==> src/design/fbpt_pkg.sv <==
`timescale 1ns / 1ps
// ----------------------------------------------------------------------------
// fbpt_pkg
// Shared types and constants of the focus/break phase timer.
// ----------------------------------------------------------------------------
package fbpt_pkg;

   localparam int unsigned MS_W    = 24;
   localparam int unsigned DAY_W   = 27;
   localparam int unsigned COUNT_W = 16;
   localparam int unsigned SET_W   = 3;
   localparam int unsigned MIN_W   = 8;

   localparam logic [SET_W-1:0] SET_LENGTH = 3'd4;
   localparam logic [SET_W-1:0] SET_MAX    = 3'd7;

   localparam logic [MS_W-1:0] MS_PER_MIN = 24'd60000;

   localparam logic [MIN_W-1:0] FOCUS_MIN_RST = 8'd25;
   localparam logic [MIN_W-1:0] SHORT_MIN_RST = 8'd5;
   localparam logic [MIN_W-1:0] LONG_MIN_RST  = 8'd15;

   localparam logic [MS_W-1:0] FOCUS_MS_RST = 24'(FOCUS_MIN_RST * MS_PER_MIN);
   localparam logic [MS_W-1:0] SHORT_MS_RST = 24'(SHORT_MIN_RST * MS_PER_MIN);
   localparam logic [MS_W-1:0] LONG_MS_RST  = 24'(LONG_MIN_RST * MS_PER_MIN);

   localparam logic [2:0] BEEPS_HIGH = 3'd4;
   localparam logic [2:0] BEEPS_LOW  = 3'd2;

   typedef enum logic [2:0] {
      OP_TICK  = 3'd0,
      OP_START = 3'd1,
      OP_PAUSE = 3'd2,
      OP_SKIP  = 3'd3,
      OP_STOP  = 3'd4
   } op_type;

   typedef enum logic [1:0] {
      PHASE_FOCUS = 2'd0,
      PHASE_SHORT = 2'd1,
      PHASE_LONG  = 2'd2
   } phase_type;

   typedef enum logic [1:0] {
      TONE_NONE = 2'd0,
      TONE_LOW  = 2'd1,
      TONE_HIGH = 2'd2
   } tone_type;

   typedef enum logic [1:0] {
      REG_FOCUS = 2'd0,
      REG_SHORT = 2'd1,
      REG_LONG  = 2'd2
   } reg_index_type;

   typedef struct packed {
      logic [1:0]         tone;
      logic [COUNT_W-1:0] done_today;
      logic [SET_W-1:0]   focuses_in_set;
      logic [MS_W-1:0]    remaining_ms;
      logic               on_hold;
      logic               running;
      logic [1:0]         phase;
   } rsp_type;

endpackage

==> src/design/focus_break_phase_timer_unit.sv <==
`timescale 1ns / 1ps
// ----------------------------------------------------------------------------
// focus_break_phase_timer_unit
// Chained focus / short break / long break countdown with beep queue.
// ----------------------------------------------------------------------------
// Takes one item per clock while req_tready is high. Each accepted item updates
// the timer state in the same cycle and its result leaves through a two-entry
// output queue, which registers it; req_tready drops only while both queue
// entries wait on rsp_tready. Phase lengths are converted from minutes to
// milliseconds when a length register is written, so the item path holds
// only a 24-bit compare and subtract.
module focus_break_phase_timer_unit (
   input  logic        clock,
   input  logic        reset,
   input  logic        req_tvalid,
   output logic        req_tready,
   // [2:0] operation, [26:3] elapsed_ms, [53:27] day_stamp, [55:54] zero
   input  logic [55:0] req_tdata,
   output logic        rsp_tvalid,
   input  logic        rsp_tready,
   // [1:0] phase, [2] running, [3] on_hold, [27:4] remaining_ms,
   // [30:28] focuses_in_set, [46:31] done_today, [48:47] tone, [55:49] zero
   output logic [55:0] rsp_tdata,
   input  logic        csr_psel,
   input  logic        csr_penable,
   input  logic        csr_pwrite,
   input  logic [3:0]  csr_paddr,
   input  logic [31:0] csr_pwdata,
   output logic [31:0] csr_prdata,
   output logic        csr_pready
);

   // configuration
   logic [7:0]  focus_min_ff, short_min_ff, long_min_ff;
   logic [23:0] focus_ms_ff, short_ms_ff, long_ms_ff;
   logic [23:0] wdata_ms;
   logic        csr_wr;
   fbpt_pkg::reg_index_type csr_idx;

   assign csr_pready = 1'b1;
   assign csr_idx    = fbpt_pkg::reg_index_type'(csr_paddr[3:2]);
   assign csr_wr     = csr_psel & csr_penable & csr_pwrite & csr_pready;
   assign wdata_ms   = 24'(csr_pwdata[7:0]) * fbpt_pkg::MS_PER_MIN;

   always_comb begin
      case (csr_idx)
         fbpt_pkg::REG_FOCUS: csr_prdata = {24'd0, focus_min_ff};
         fbpt_pkg::REG_SHORT: csr_prdata = {24'd0, short_min_ff};
         fbpt_pkg::REG_LONG:  csr_prdata = {24'd0, long_min_ff};
         default:             csr_prdata = 32'd0;
      endcase
   end

   always_ff @(posedge clock) begin
      if (reset) begin
         focus_min_ff <= fbpt_pkg::FOCUS_MIN_RST;
         short_min_ff <= fbpt_pkg::SHORT_MIN_RST;
         long_min_ff  <= fbpt_pkg::LONG_MIN_RST;
         focus_ms_ff  <= fbpt_pkg::FOCUS_MS_RST;
         short_ms_ff  <= fbpt_pkg::SHORT_MS_RST;
         long_ms_ff   <= fbpt_pkg::LONG_MS_RST;
      end else if (csr_wr) begin
         case (csr_idx)
            fbpt_pkg::REG_FOCUS: begin
               focus_min_ff <= csr_pwdata[7:0];
               focus_ms_ff  <= wdata_ms;
            end
            fbpt_pkg::REG_SHORT: begin
               short_min_ff <= csr_pwdata[7:0];
               short_ms_ff  <= wdata_ms;
            end
            fbpt_pkg::REG_LONG: begin
               long_min_ff <= csr_pwdata[7:0];
               long_ms_ff  <= wdata_ms;
            end
            default: ;
         endcase
      end
   end

   // item fields
   fbpt_pkg::op_type op;
   logic [23:0] elapsed;
   logic [26:0] day;
   logic        accept;

   assign op      = fbpt_pkg::op_type'(req_tdata[2:0]);
   assign elapsed = req_tdata[26:3];
   assign day     = req_tdata[53:27];
   assign accept  = req_tvalid & req_tready;

   // timer state
   fbpt_pkg::phase_type phase_ff, phase_in;
   logic        active_ff, active_in;
   logic        paused_ff, paused_in;
   logic [2:0]  set_ff, set_in;
   logic [23:0] left_ff, left_in;
   logic [2:0]  beeps_ff, beeps_in;
   logic        high_ff, high_in;
   logic [26:0] day_of_ff, day_of_in;
   logic [15:0] today_ff, today_in;
   fbpt_pkg::tone_type tone;

   // phase advance, shared by timeout and skip
   fbpt_pkg::phase_type mv_phase;
   logic [2:0]  mv_set;
   logic [26:0] mv_day;
   logic [15:0] mv_today;
   logic [23:0] mv_ms;
   logic [15:0] today_base;
   logic        finished;

   assign finished   = (op == fbpt_pkg::OP_TICK);
   assign today_base = (day != day_of_ff) ? 16'd0 : today_ff;

   always_comb begin
      mv_set   = set_ff;
      mv_day   = day_of_ff;
      mv_today = today_ff;
      if (phase_ff == fbpt_pkg::PHASE_FOCUS) begin
         if (finished) begin
            mv_set   = (set_ff < fbpt_pkg::SET_MAX) ? set_ff + 3'd1 : set_ff;
            mv_day   = day;
            mv_today = (&today_base) ? today_base : today_base + 16'd1;
         end
         mv_phase = (mv_set >= fbpt_pkg::SET_LENGTH) ? fbpt_pkg::PHASE_LONG
                                                     : fbpt_pkg::PHASE_SHORT;
      end else begin
         if (phase_ff == fbpt_pkg::PHASE_LONG) begin
            mv_set = 3'd0;
         end
         mv_phase = fbpt_pkg::PHASE_FOCUS;
      end
      case (mv_phase)
         fbpt_pkg::PHASE_FOCUS: mv_ms = focus_ms_ff;
         fbpt_pkg::PHASE_SHORT: mv_ms = short_ms_ff;
         default:               mv_ms = long_ms_ff;
      endcase
   end

   always_comb begin
      phase_in  = phase_ff;
      active_in = active_ff;
      paused_in = paused_ff;
      set_in    = set_ff;
      left_in   = left_ff;
      beeps_in  = beeps_ff;
      high_in   = high_ff;
      day_of_in = day_of_ff;
      today_in  = today_ff;
      tone      = fbpt_pkg::TONE_NONE;
      case (op)
         fbpt_pkg::OP_TICK: begin
            if (active_ff && !paused_ff) begin
               if (elapsed < left_ff) begin
                  left_in = left_ff - elapsed;
               end else begin
                  phase_in  = mv_phase;
                  set_in    = mv_set;
                  day_of_in = mv_day;
                  today_in  = mv_today;
                  left_in   = mv_ms;
                  active_in = 1'b1;
                  paused_in = 1'b0;
                  high_in   = (phase_ff == fbpt_pkg::PHASE_FOCUS);
                  beeps_in  = (phase_ff == fbpt_pkg::PHASE_FOCUS) ? fbpt_pkg::BEEPS_HIGH
                                                                  : fbpt_pkg::BEEPS_LOW;
               end
            end
            if (beeps_in != 3'd0) begin
               tone     = high_in ? fbpt_pkg::TONE_HIGH : fbpt_pkg::TONE_LOW;
               beeps_in = beeps_in - 3'd1;
            end
         end
         fbpt_pkg::OP_START: begin
            set_in    = 3'd0;
            phase_in  = fbpt_pkg::PHASE_FOCUS;
            left_in   = focus_ms_ff;
            active_in = 1'b1;
            paused_in = 1'b0;
         end
         fbpt_pkg::OP_PAUSE: begin
            if (active_ff) begin
               paused_in = ~paused_ff;
            end
         end
         fbpt_pkg::OP_SKIP: begin
            if (active_ff) begin
               phase_in  = mv_phase;
               set_in    = mv_set;
               left_in   = mv_ms;
               active_in = 1'b1;
               paused_in = 1'b0;
            end
         end
         fbpt_pkg::OP_STOP: begin
            active_in = 1'b0;
            paused_in = 1'b0;
            left_in   = 24'd0;
            beeps_in  = 3'd0;
         end
         default: ;
      endcase
   end

   always_ff @(posedge clock) begin
      if (reset) begin
         phase_ff  <= fbpt_pkg::PHASE_FOCUS;
         active_ff <= 1'b0;
         paused_ff <= 1'b0;
         set_ff    <= 3'd0;
         left_ff   <= 24'd0;
         beeps_ff  <= 3'd0;
         high_ff   <= 1'b0;
         day_of_ff <= 27'd0;
         today_ff  <= 16'd0;
      end else if (accept) begin
         phase_ff  <= phase_in;
         active_ff <= active_in;
         paused_ff <= paused_in;
         set_ff    <= set_in;
         left_ff   <= left_in;
         beeps_ff  <= beeps_in;
         high_ff   <= high_in;
         day_of_ff <= day_of_in;
         today_ff  <= today_in;
      end
   end

   // result
   fbpt_pkg::rsp_type rsp_next, rsp_out;

   always_comb begin
      rsp_next.phase          = phase_in;
      rsp_next.running        = active_in;
      rsp_next.on_hold        = paused_in;
      rsp_next.remaining_ms   = left_in;
      rsp_next.focuses_in_set = set_in;
      rsp_next.done_today     = today_in;
      rsp_next.tone           = tone;
   end

   fbpt_rsp_queue u_rsp_queue (
      .clock      (clock),
      .reset      (reset),
      .push_valid (req_tvalid),
      .push_ready (req_tready),
      .push_data  (rsp_next),
      .pop_valid  (rsp_tvalid),
      .pop_ready  (rsp_tready),
      .pop_data   (rsp_out)
   );

   assign rsp_tdata = {7'd0, rsp_out};

   a_hold_needs_run: assert property (@(posedge clock) disable iff (reset)
      paused_ff |-> active_ff)
      else $error("paused without an active cycle");

   a_stop_clears: assert property (@(posedge clock) disable iff (reset)
      (accept && op == fbpt_pkg::OP_STOP) |=>
         (!active_ff && !paused_ff && left_ff == 24'd0 && beeps_ff == 3'd0))
      else $error("stop did not clear the timer");

   a_start_focus: assert property (@(posedge clock) disable iff (reset)
      (accept && op == fbpt_pkg::OP_START) |=>
         (active_ff && !paused_ff && phase_ff == fbpt_pkg::PHASE_FOCUS && set_ff == 3'd0))
      else $error("start did not enter a fresh focus");

   a_tone_on_tick: assert property (@(posedge clock) disable iff (reset)
      (accept && op != fbpt_pkg::OP_TICK) |-> (tone == fbpt_pkg::TONE_NONE))
      else $error("tone on a non-tick item");

endmodule

==> src/design/fbpt_rsp_queue.sv <==
`timescale 1ns / 1ps
// ----------------------------------------------------------------------------
// fbpt_rsp_queue
// Two-entry result queue; keeps the input side open while a result waits.
// ----------------------------------------------------------------------------
module fbpt_rsp_queue (
   input  logic             clock,
   input  logic             reset,
   input  logic             push_valid,
   output logic             push_ready,
   input  fbpt_pkg::rsp_type push_data,
   output logic             pop_valid,
   input  logic             pop_ready,
   output fbpt_pkg::rsp_type pop_data
);

   fbpt_pkg::rsp_type entry_ff [2];
   logic       wr_ptr_ff, wr_ptr_in;
   logic       rd_ptr_ff, rd_ptr_in;
   logic [1:0] count_ff, count_in;
   logic       push, pop;

   assign push_ready = (count_ff != 2'd2);
   assign pop_valid  = (count_ff != 2'd0);
   assign pop_data   = entry_ff[rd_ptr_ff];
   assign push       = push_valid & push_ready;
   assign pop        = pop_valid & pop_ready;

   always_comb begin
      wr_ptr_in = push ? ~wr_ptr_ff : wr_ptr_ff;
      rd_ptr_in = pop ? ~rd_ptr_ff : rd_ptr_ff;
      count_in  = count_ff;
      if (push && !pop) begin
         count_in = count_ff + 2'd1;
      end else if (pop && !push) begin
         count_in = count_ff - 2'd1;
      end
   end

   always_ff @(posedge clock) begin
      if (reset) begin
         wr_ptr_ff <= 1'b0;
         rd_ptr_ff <= 1'b0;
         count_ff  <= 2'd0;
      end else begin
         wr_ptr_ff <= wr_ptr_in;
         rd_ptr_ff <= rd_ptr_in;
         count_ff  <= count_in;
      end
   end

   always_ff @(posedge clock) begin
      if (push) begin
         entry_ff[wr_ptr_ff] <= push_data;
      end
   end

   a_count_bound: assert property (@(posedge clock) disable iff (reset)
      count_ff != 2'd3)
      else $error("result queue count out of range");

   a_ptr_gap: assert property (@(posedge clock) disable iff (reset)
      (count_ff == 2'd1) |-> (wr_ptr_ff != rd_ptr_ff))
      else $error("result queue pointers inconsistent with count");

   a_pop_keeps: assert property (@(posedge clock) disable iff (reset)
      (pop_valid && !pop_ready) |=> (pop_valid && $stable(rd_ptr_ff)))
      else $error("result queue lost a waiting item");

endmodule
==> config.mk <==
export PLATFORM = sky130hd
export DESIGN_NAME = focus_break_phase_timer_unit
export DESIGN_NICKNAME = d
export VERILOG_FILES = /design/src/design/fbpt_pkg.sv /design/src/design/focus_break_phase_timer_unit.sv /design/src/design/fbpt_rsp_queue.sv
export SDC_FILE = /design/constraint.sdc
export NUM_CORES = 1
export LEC_CHECK = 0
export BUFFER_PORTS_ARGS = -buffer_cell sky130_fd_sc_hd__clkbuf_2
export CAP_MARGIN = 20
export CORE_AREA = 5 5 209 231
export CTS_BUF_LIST = sky130_fd_sc_hd__clkbuf_4 sky130_fd_sc_hd__clkbuf_8
export CTS_CLUSTER_SIZE = 28
export DETAILED_ROUTE_END_ITERATION = 8
export DIE_AREA = 0 0 214 236
export PLACE_DENSITY = 0.62
export SYNTH_ARGS = -nofsm -noshare
export SYNTH_HDL_FRONTEND = slang
export SYNTH_SLANG_ARGS = --single-unit
==> constraint.sdc <==
create_clock -name clock -period 5.73 [get_ports clock]
set_clock_uncertainty 0.1 [all_clocks]
set_input_delay 0.2865 -clock clock [delete_from_list [all_inputs] [get_ports clock]]
set_output_delay 0.2865 -clock clock [all_outputs]
set_load 0.03 [all_outputs]
# Word-level counts from Yosys, hierarchy flattened
# Memories as Yosys holds them, arrays and structs flattened. A register that Yosys moved wholly into a read port is not among the register bits.
# Cells that the tools add are included.
# totals
word_cells	123
register_bits	163
mem_bits_rw	98
memories	1
inputBits	99
# classes
bitwise	8
mux	54
n_eq_ne	10
reduce_logical	22
mul	1
order_cmp	3
n_addsub	6
# memory_table
memory	words	width	rd	rd_ports_with_merged_regs	write_ports	line_no	text
u_rsp_queue.entry_ff	2	49	1	1	1	fbpt_rsp_queue.sv:17	fbpt_pkg::rsp_type entry_ff [2];
# op_table
cell	count
two-way mux 16 bit	6
case mux 24 bit (4 select lines)	1
two-way mux 24 bit	3
case mux 24 bit (2 select lines)	1
two-way mux 3 bit	13
inequality test 27 bit	1
< comparator 24 bit	1
case mux 8 bit (3 select lines)	1
subtractor 24 bit	1
two-way mux 2 bit	10
multiplier 8 x 11 -> 19 bit, second input constant	1
adder 16 x 1 -> 16 bit, second input constant	1
AND reduction 16 bit	1
two-way mux 1 bit	14
AND reduction 2 bit	5
case mux 3 bit (3 select lines)	1
case mux 1 bit (4 select lines)	2
== test 3 x 2 -> 1 bit, second input constant	2
zero test 2 bit	3
case mux 2 bit (3 select lines)	1
case mux 3 bit (2 select lines)	1
nonzero test 2 bit	3
AND reduction 5 bit	1
AND 1 bit	4
17 further kinds	26

# Longest topological paths before layout
# Gate-level depths: netlist of the first run.
# logic_depth
ltp_word	12
ltp_mapped	18
depth_no_buf	17

# Modules after synthesis
# A second synthesis of the first run with hierarchy kept.
# hier_totals
cells_unflattened	1727
area_unflattened_um2	15703.8
# modules_own_cells
module	area_per_inst_um2	cells_per_inst	instances
focus_break_phase_timer_unit	11952.7	1551	1
fbpt_rsp_queue	3751.1	176	1

# Worst setup path before layout of the first run
# OpenSTA, ideal clock, no wires.
# synth_path
path_type	input to register
startpoint	input csr_pwdata[2]
endpoint	register long_ms_ff[23]
required_ps	5502
n_path_buf	0
t_arrival_ps	3997
cell_stages	15
setup_slack_ps	1505
setup_ps	128
cell_sequence	fa_1 -> fa_1 -> fa_1 -> inv_1 -> fa_1 -> inv_1 -> ha_1 -> and3_1 -> a21oi_1 -> o21ai_0 -> o41ai_1 -> o21ai_0 -> xnor2_1 -> o21a_1 -> nor2_1
# synth_via
elab_chain_cells	1
# synth_lines
item	line_no	text
from (decl)	focus_break_phase_timer_unit.sv:28	input logic [31:0] csr_pwdata,
multiplier 8 x 11 -> 19 bit	focus_break_phase_timer_unit.sv:43	assign wdata_ms = 24'(csr_pwdata[7:0]) * fbpt_pkg::MS_PER_MIN;
to (signal assigned)	focus_break_phase_timer_unit.sv:61	long_ms_ff <= fbpt_pkg::LONG_MS_RST;
to (signal assigned)	focus_break_phase_timer_unit.sv:74	long_ms_ff <= wdata_ms;
to (decl)	focus_break_phase_timer_unit.sv:35	logic [23:0] focus_ms_ff, short_ms_ff, long_ms_ff;
# No other way between the ends.
# A chain may end at the register's enable or synchronous reset.

# Worst setup path in the final report of the first run
# layout_path
startpoint	input csr_pwdata[6]
endpoint	register short_ms_ff[23]
# layout_via
elab_chain_cells	1
# layout_lines
item	line_no	text
multiplier 8 x 11 -> 19 bit	focus_break_phase_timer_unit.sv:43	
to (signal assigned)	focus_break_phase_timer_unit.sv:60	short_ms_ff <= fbpt_pkg::SHORT_MS_RST;
to (signal assigned)	focus_break_phase_timer_unit.sv:70	short_ms_ff <= wdata_ms;
to (decl)	focus_break_phase_timer_unit.sv:35	
# No other way between the ends.

==> run_results.csv, run 1 <==
group,metric,value,unit
min_path,holdCritPathClass,"primary input to flop",
clock_network,cts_setup_buffers,0,
synth,synth.top_cell.area_share,0.204,
flow_run,maxCapViolCount,0,
cells_and_area,fin_cells,2565,
floorplan,num_rows,82,
global_route,grt_pass1_vias,13100,
route,firstDrtPassIters,7,
route,wl_met2,20400,µm
clock_network,numCtsBuffers,47,
cells_and_area,syn_to_final_growth,15.2,%
setup_path,worstPathMaxFanout,10,
synth,ys_warn_count,0,
global_route,track_usage,0.169,
setup_path,path_delay_family,"adder cells",
setup_path,arrival,5.33,ns
global_route,grt_overflow,0,
timing,fin_crit_sh,0.869,
floorplan,die_y,236,µm
route,routed_wl,44200,µm
timing,whs,0.0725,ns
synth,synth_cell_type_count,98,
global_route,grt_pass1_wl,71100,µm
synth,synth_mux_area_frac,0.0568,
setup_path,worstPathRequired,6.08,ns
timing,tightest_slew,1.06,ns
setup_path,reg2reg_slack,1.46,ns
route,wl_met1,19400,µm
power_and_ir_drop,max-vdd-ir-drop,0.157,mV
place,post-dp-hpwl,31000,µm
route,drtAntennaViolNets,0,
synth,synthFlopType,"dfxtp_1",
timing,finalHoldViolCount,0,
clock_network,clkTransAtPathRegs,0.06,ns
route,drt_iter0_markers,1036,
cells_and_area,nNetsFinal,2141,
setup_path,path_buf_inv,4,
power_and_ir_drop,power.density,334,nW/µm²
setup_path,critPathMaxStageDelay,0.52,ns
synth,synth_edf_count,98,
timing,rsz0062_at_grt,"no",
global_route,grt_max_degree,74,
timing,setup_viol,0,
clock_network,clk-insertion-delay-late,0.61,ns
timing,setup_tns,0,ns
route,wl_met3,2830,µm
synth,synth_area_leaders,"dfxtp_1 20%, edfxtp_1 19%, nand2_1 6.9%, ha_1 6.3%, a21oi_1 5.2%",
cells_and_area,fin_util,0.401,
power_and_ir_drop,total_power,0.00608,W
synth,yosysSeqAreaShare,0.390,
route,wl_per_cell,17.2,µm
synth,synth_xor_xnor_area_share,0.0388,
route,drt-vias-per-instance,5.30,
route,drc,0,
floorplan,die_area,50500,µm²
route,dr.max_layer_used,"met4",
floorplan,io_pins,190,
setup_path,end_kind,"flop",
status,status,"finished, final reports clean",
timing,finalWorstPathRequiredPeriod,4.98,ns
timing,slew_headroom,0.290,
global_route,antenna_found_initial,0,
floorplan,coreArea,45500,µm²
clock_network,clock_path_buffers,3,
synth,syn_area_per_cell,8.75,µm²
synth,synth.largest_area_cell,"dfxtp_1",
place,dp.cells,2441,
route,vias,13600,
clock_network,cts_tree,"yes",
setup_path,worstPathCellList,"dlygate4sd3_1 -> clkbuf_2 -> inv_1 -> ha_1 -> fa_1 -> inv_1 -> fa_1 -> ha_1 -> ha_1 -> nand4b_1 -> o211ai_1 -> o41ai_1 -> o21ai_0 -> o41ai_1 -> o21ai_0 -> xnor2_1 -> o21a_1 -> nor2_1",
synth,synth-simple-area-share,0.170,
clock_network,clock-root-buffer,"clkbuf_8",
floorplan,fp.dieW,214,µm
place,portBuffers,129,
cells_and_area,drive_gt1_frac,0.161,
setup_path,critPathKind,"primary input to flop",
place,gp_congestion,0.887,
synth,netlist_instances,1808,
clock_network,htreeDepth,2,
setup_path,slowest_stage,"dlygate4sd3_1",
timing,maxSlewViolCount,0,
timing,fmax,201,MHz
synth,syn_area,15800,µm²
synth,async_flop_share,0,
synth,synth_seq_cells,259,
setup_path,cp-start-kind,"primary input",
setup_path,crit_top_cell,"ha_1",
clock_network,clkSinkCount,259,
power_and_ir_drop,leakagePower,7.40,nW
synth,synth-compound-area-share,0.188,
synth,synth_fa_ha_area_frac,0.0924,
floorplan,initial_core_util,0.348,
synth,synth_top_family_by_area,"compound AO/OA/AOI/OAI gates",
-- logic make-up after synthesis --
logic type                 after synthesis
and+or+nand+nor                        595
AOI/OAI and AO/OA                      471
DFF                                    259
buffers and inverters                  226
adders and majority gates              103
muxes                                   82
xor gates and xnor gates                70
other                                    2
-- final timing paths --
kind | start | end | depth (start not counted)
setup / recovery | csr_pwdata[6] | short_ms_ff[23]$_SDFFE_PP0P_ | 18
hold / removal | reset | long_min_ff[4]$_SDFFE_PP0P_ | 2
setup reg to reg | left_ff[0]$_SDFFE_PP0P_ | beeps_ff[0]$_SDFFE_PP0P_ | 16
hold reg to reg | short_ms_ff[16]$_SDFFE_PP0P_ | short_ms_ff[16]$_SDFFE_PP0P_ | 2
-- flip-flops by register name, indices dropped and copies added (netlist names), named ones only --
| register | flops |
|---|---|
| long_ms_ff | 18 |
| day_of_ff | 27 |
| today_ff | 16 |
| focus_ms_ff | 18 |
| u_rsp_queue.rd_ptr_ff | 1 |
| set_ff | 3 |
| u_rsp_queue.count_ff | 2 |
| short_ms_ff | 18 |
| long_min_ff | 8 |
| beeps_ff | 3 |
| active_ff | 1 |
| left_ff | 24 |
| phase_ff | 2 |
| high_ff | 1 |
| paused_ff | 1 |
| u_rsp_queue.wr_ptr_ff | 1 |
| u_rsp_queue.entry_ff | 98 |
| focus_min_ff | 8 |
| short_min_ff | 8 |
-- per-stage QoR --
step,cell area (µm²),worst slack [ns]
global placement,16800,0.855
global route,18200,0.520
CTS,18200,0.855
floorplan,15900,1.51
finish,18200,0.750
detailed placement,16800,0.754
-- routing by layer --
layer,vias up,global-route usage
met1,6390,0.226
met4,0,0.0615
met3,108,0.0291
li1,6602,-
met5,-,0
met2,492,0.276
-- cells in the mapped netlist (20+ instances only) --
| master | number |
|---|---|
| o21ai_0 | 122 |
| a21oi_1 | 163 |
| inv_1 | 91 |
| edfxtp_1 | 98 |
| fa_1 | 23 |
| nand4_1 | 20 |
| dfxtp_1 | 161 |
| xor2_1 | 30 |
| ha_1 | 80 |
| nor2_1 | 121 |
| mux2_2 | 51 |
| clkbuf_1 | 70 |
| nand2_1 | 290 |
| o211ai_1 | 22 |
| nand3_1 | 48 |
| buf_4 | 35 |
| nor3_1 | 21 |
| xnor2_1 | 40 |
| mux2i_1 | 29 |
-- power by group --
group | internal [W] | total [W] | switching (W)
combinational | 0.000702 | 0.00202 | 0.00131
clock | 0.00109 | 0.00189 | 0.000799
sequential | 0.00210 | 0.00217 | 0.0000730
-- cell type report --
type                            count  area, µm²
Fill cell                        4507      27200
Multi-Input combinational cell   1353       8770
Sequential cell                   259       6170
Timing Repair Buffer              185       1180
Clock buffer                       69        856
Tap cell                          588        736
Inverter                           93        349
Clock inverter                     17        160
Antenna cell                        1       2.50
-- timing repair --
item | in CTS | in global routing
hold buffers | 36 | 0
endpoints found under the hold margin | 45 | 0
resized for setup | 0 | 0
setup endpoints to repair | 0 | 0
-- placed cells by master (no fill, tap or decap), drive strengths merged, types with 12 or more instances in the layout --
master       synthesis  final
nand2b              12     12
nor3                22     22
xnor2               40     40
clkinv               1     12
and3                17     17
conb                 2     32
mux2                52     52
ha                  80     80
nor2               124    124
o211ai              25     25
nand4               21     21
dlygate4sd3          0     36
xor2                30     30
edfxtp              98     98
o21ai              129    129
mux2i               30     30
nand2              291    291
buf                 63     21
inv                 92     93
or3                 13     13
nand3               49     49
a31oi               19     19
a21o                14     14
dfxtp              161    161
a21oi              166    166
a211oi              14     14
fa                  23     23
o21a                19     19
clkbuf              70    197
(Power assumes the default switching activity.)
==> run 2: changes to the inputs <==
- CORE_AREA: 5 5 209 231 -> 5 5 208 231
- DIE_AREA: 0 0 214 236 -> 0 0 213 236
- SYNTH_HIERARCHICAL: not set -> 1
==> run_results.csv, run 2 <==
group,metric,value,unit
status,status,"finished, final reports clean",
min_path,holdPathStages,2,
setup_path,worstPathMaxFanout,8,
route,vias,13200,
synth,synth_xor_xnor_area_share,0.0340,
synth,synth-simple-area-share,0.155,
setup_path,slowest_stage,"fa_1",
cells_and_area,drive_gt1_frac,0.177,
timing,fin_crit_sh,0.783,
route,firstDrtPassIters,8,
cells_and_area,nNetsFinal,2075,
synth,synth.most_common_cell,"nand2_1",
place,post-dp-hpwl,31200,µm
timing,setup_tns,0,ns
setup_path,path_buf_inv,4,
power_and_ir_drop,total_power,0.00605,W
power_and_ir_drop,power.density,332,nW/µm²
timing,rsz0062_at_grt,"no",
synth,synthFlopType,"dfxtp_1",
setup_path,arrival,4.87,ns
global_route,grt_overflow,0,
flow_run,maxCapViolCount,0,
setup_path,crit_top_cell,"fa_1",
global_route,grt_pass1_wl,70300,µm
floorplan,fp.dieW,213,µm
synth,yosysSeqAreaShare,0.393,
global_route,track_usage,0.171,
synth,synth_mux_area_frac,0.0744,
clock_network,cts_tree,"yes",
cells_and_area,largest_register_ffs,98,
global_route,use_met2,0.285,
synth,synth.top_cell.area_share,0.205,
timing,maxSlewViolCount,0,
cells_and_area,syn_to_final_growth,16.0,%
floorplan,die_y,236,µm
floorplan,initial_core_util,0.347,
synth,synth-compound-area-share,0.188,
synth,synth_cell_type_count,87,
min_path,holdCritPathClass,"primary input to flop",
clock_network,clk-insertion-delay-late,0.61,ns
timing,fmax,223,MHz
min_path,hold_path_startpoint,"reset",
clock_network,numCtsBuffers,46,
synth,synth_fa_ha_area_frac,0.0931,
timing,setup_viol,0,
cells_and_area,final_common_cell,"nand2_1",
cells_and_area,fin_util,0.403,
cells_and_area,largest_registers,"u_rsp_queue/entry_ff (98), day_of_ff (27), left_ff (24)",
timing,tightest_slew,0.930,ns
cells_and_area,fillers,4453,
synth,syn_area_per_cell,9.09,µm²
timing,whs,0.0844,ns
route,drt-vias-per-instance,5.28,
power_and_ir_drop,leakagePower,7.75,nW
clock_network,clkSinkCount,259,
timing,finalHoldViolCount,0,
synth,synth_seq_cells,259,
setup_path,end_kind,"flop",
synth,ys_warn_count,6,
clock_network,clkTransAtPathRegs,0.06,ns
timing,finalWorstPathRequiredPeriod,4.49,ns
route,drtAntennaViolNets,0,
floorplan,coreArea,45200,µm²
clock_network,clock-root-buffer,"clkbuf_8",
route,routed_wl,44500,µm
synth,synth_top_family_by_area,"compound AO/OA/AOI/OAI gates",
place,gp_congestion,0.891,
route,drc,0,
clock_network,cts_setup_buffers,0,
route,drt_iter0_markers,928,
place,pre_cts_ws,1.19,ns
synth,syn_area,15700,µm²
setup_path,reg2regPathDepth,16,
global_route,grt-busiest-layer,"met2",
clock_network,clock_path_buffers,3,
synth,ys_top_cells_by_count,"200 x nand2_1, 172 x nor2_1, 161 x dfxtp_1",
global_route,grt_max_degree,69,
global_route,antenna_found_initial,5,
place,portBuffers,129,
synth,synth_area_leaders,"dfxtp_1 21%, edfxtp_1 19%, ha_1 6.4%, nand2_1 4.8%, a21oi_1 4.2%",
setup_path,cp-start-kind,"primary input",
global_route,grt_pass1_vias,13100,
route,wl_per_cell,17.8,µm
setup_path,worstPathCellList,"dlygate4sd3_1 -> clkbuf_2 -> fa_1 -> fa_1 -> fa_1 -> inv_1 -> fa_1 -> inv_1 -> ha_1 -> or3_1 -> o21ai_0 -> a31oi_1 -> a211o_1 -> a21oi_1 -> xnor2_1 -> a31o_2",
setup_path,worstPathRequired,6.11,ns
global_route,use_met1,0.225,
setup_path,reg2reg_slack,1.57,ns
synth,synth_edf_count,98,
floorplan,num_rows,82,
setup_path,r2r-end,"u_rsp_queue/entry_ff[1][47]$_DFFE_PP_",
clock_network,htreeDepth,2,
floorplan,io_pins,190,
synth,netlist_instances,1727,
timing,slew_headroom,0.380,
setup_path,critPathMaxStageDelay,0.58,ns
cells_and_area,regMostFlops,"u_rsp_queue/entry_ff",
floorplan,die_area,50300,µm²
power_and_ir_drop,max-vdd-ir-drop,0.162,mV
cells_and_area,final_cell_mix,"200 x nand2_1, 172 x nor2_1, 160 x dfxtp_1, 131 x a21oi_1, 128 x clkbuf_2",
timing,fin_ws,1.24,ns
synth,async_flop_share,0,
setup_path,critPathKind,"primary input to flop",
synth,synth.largest_area_cell,"dfxtp_1",
setup_path,r2r-start,"left_ff[0]$_SDFFE_PP0P_",
setup_path,path_delay_family,"adder cells",
global_route,use_met3,0.0312,
## run 2: logic make-up (layout without fill, tap and decap cells)
kind of cell,after synthesis,count (layout)
and+or+nand+nor,541,541
muxes,110,110
adders and majority gates,103,103
xor gates and xnor gates,61,61
AOI/OAI and AO/OA,444,444
buffers and inverters,207,361
other,2,36
DFF,259,259
## run 2: cell type report
type                       instances  area, µm²  share of cell area
sequential                       259       6170               0.339
inverter                          82        308              0.0169
timing repair buffer             193       1230              0.0678
multi-input combinational       1291       8690               0.477
clock buffer                      67        841              0.0462
clock inverter                    19        225              0.0124
antenna                            4       10.0            0.000550
tap                              588        736              0.0404
## run 2: layer usage
metal	wire, µm	vias up	share of wire
met5	0	-	0
met4	1220	0	0.027
met3	2680	93	0.060
met2	21400	413	0.48
met1	19300	6269	0.43
li1	-	6429	-
## run 2: report_power, final
part | total (W) | switching, W | internal, W
clock network | 0.00198 | 0.000808 | 0.00118
registers | 0.00216 | 0.0000860 | 0.00207
logic | 0.00190 | 0.00122 | 0.000687
## run 2: worst max-delay path by stage
stage	from	to	slack (ns)	depth (start not counted)
2_1_floorplan	csr_pwdata[2]	long_ms_ff[22]$_SDFFE_PP0P_	1.61	14
3_3_place_gp	csr_pwdata[2]	long_ms_ff[22]$_SDFFE_PP0P_	1.21	15
3_5_place_dp	csr_pwdata[2]	long_ms_ff[22]$_SDFFE_PP0P_	1.19	15
4_1_cts	csr_pwdata[2]	long_ms_ff[22]$_SDFFE_PP0P_	1.28	16
5_1_grt	csr_pwdata[2]	long_ms_ff[22]$_SDFFE_PP0P_	1.04	16
6_report	csr_pwdata[2]	long_ms_ff[22]$_SDFFE_PP0P_	1.24	16
## run 2: through the flow
stage / cell area (µm²) / instances
3_5_place_dp: 16800 / 2376
2_1_floorplan: 15800 / 1757
3_3_place_gp: 16700 / 2375
6_report: 18200 / 2503
5_1_grt: 18200 / 2503
4_1_cts: 18200 / 2498
## run 2: timing repair
action                                 4_1_cts  5_1_grt
endpoints found under the hold margin       46        0
hold buffers                                36        0
resized for setup                            0        0
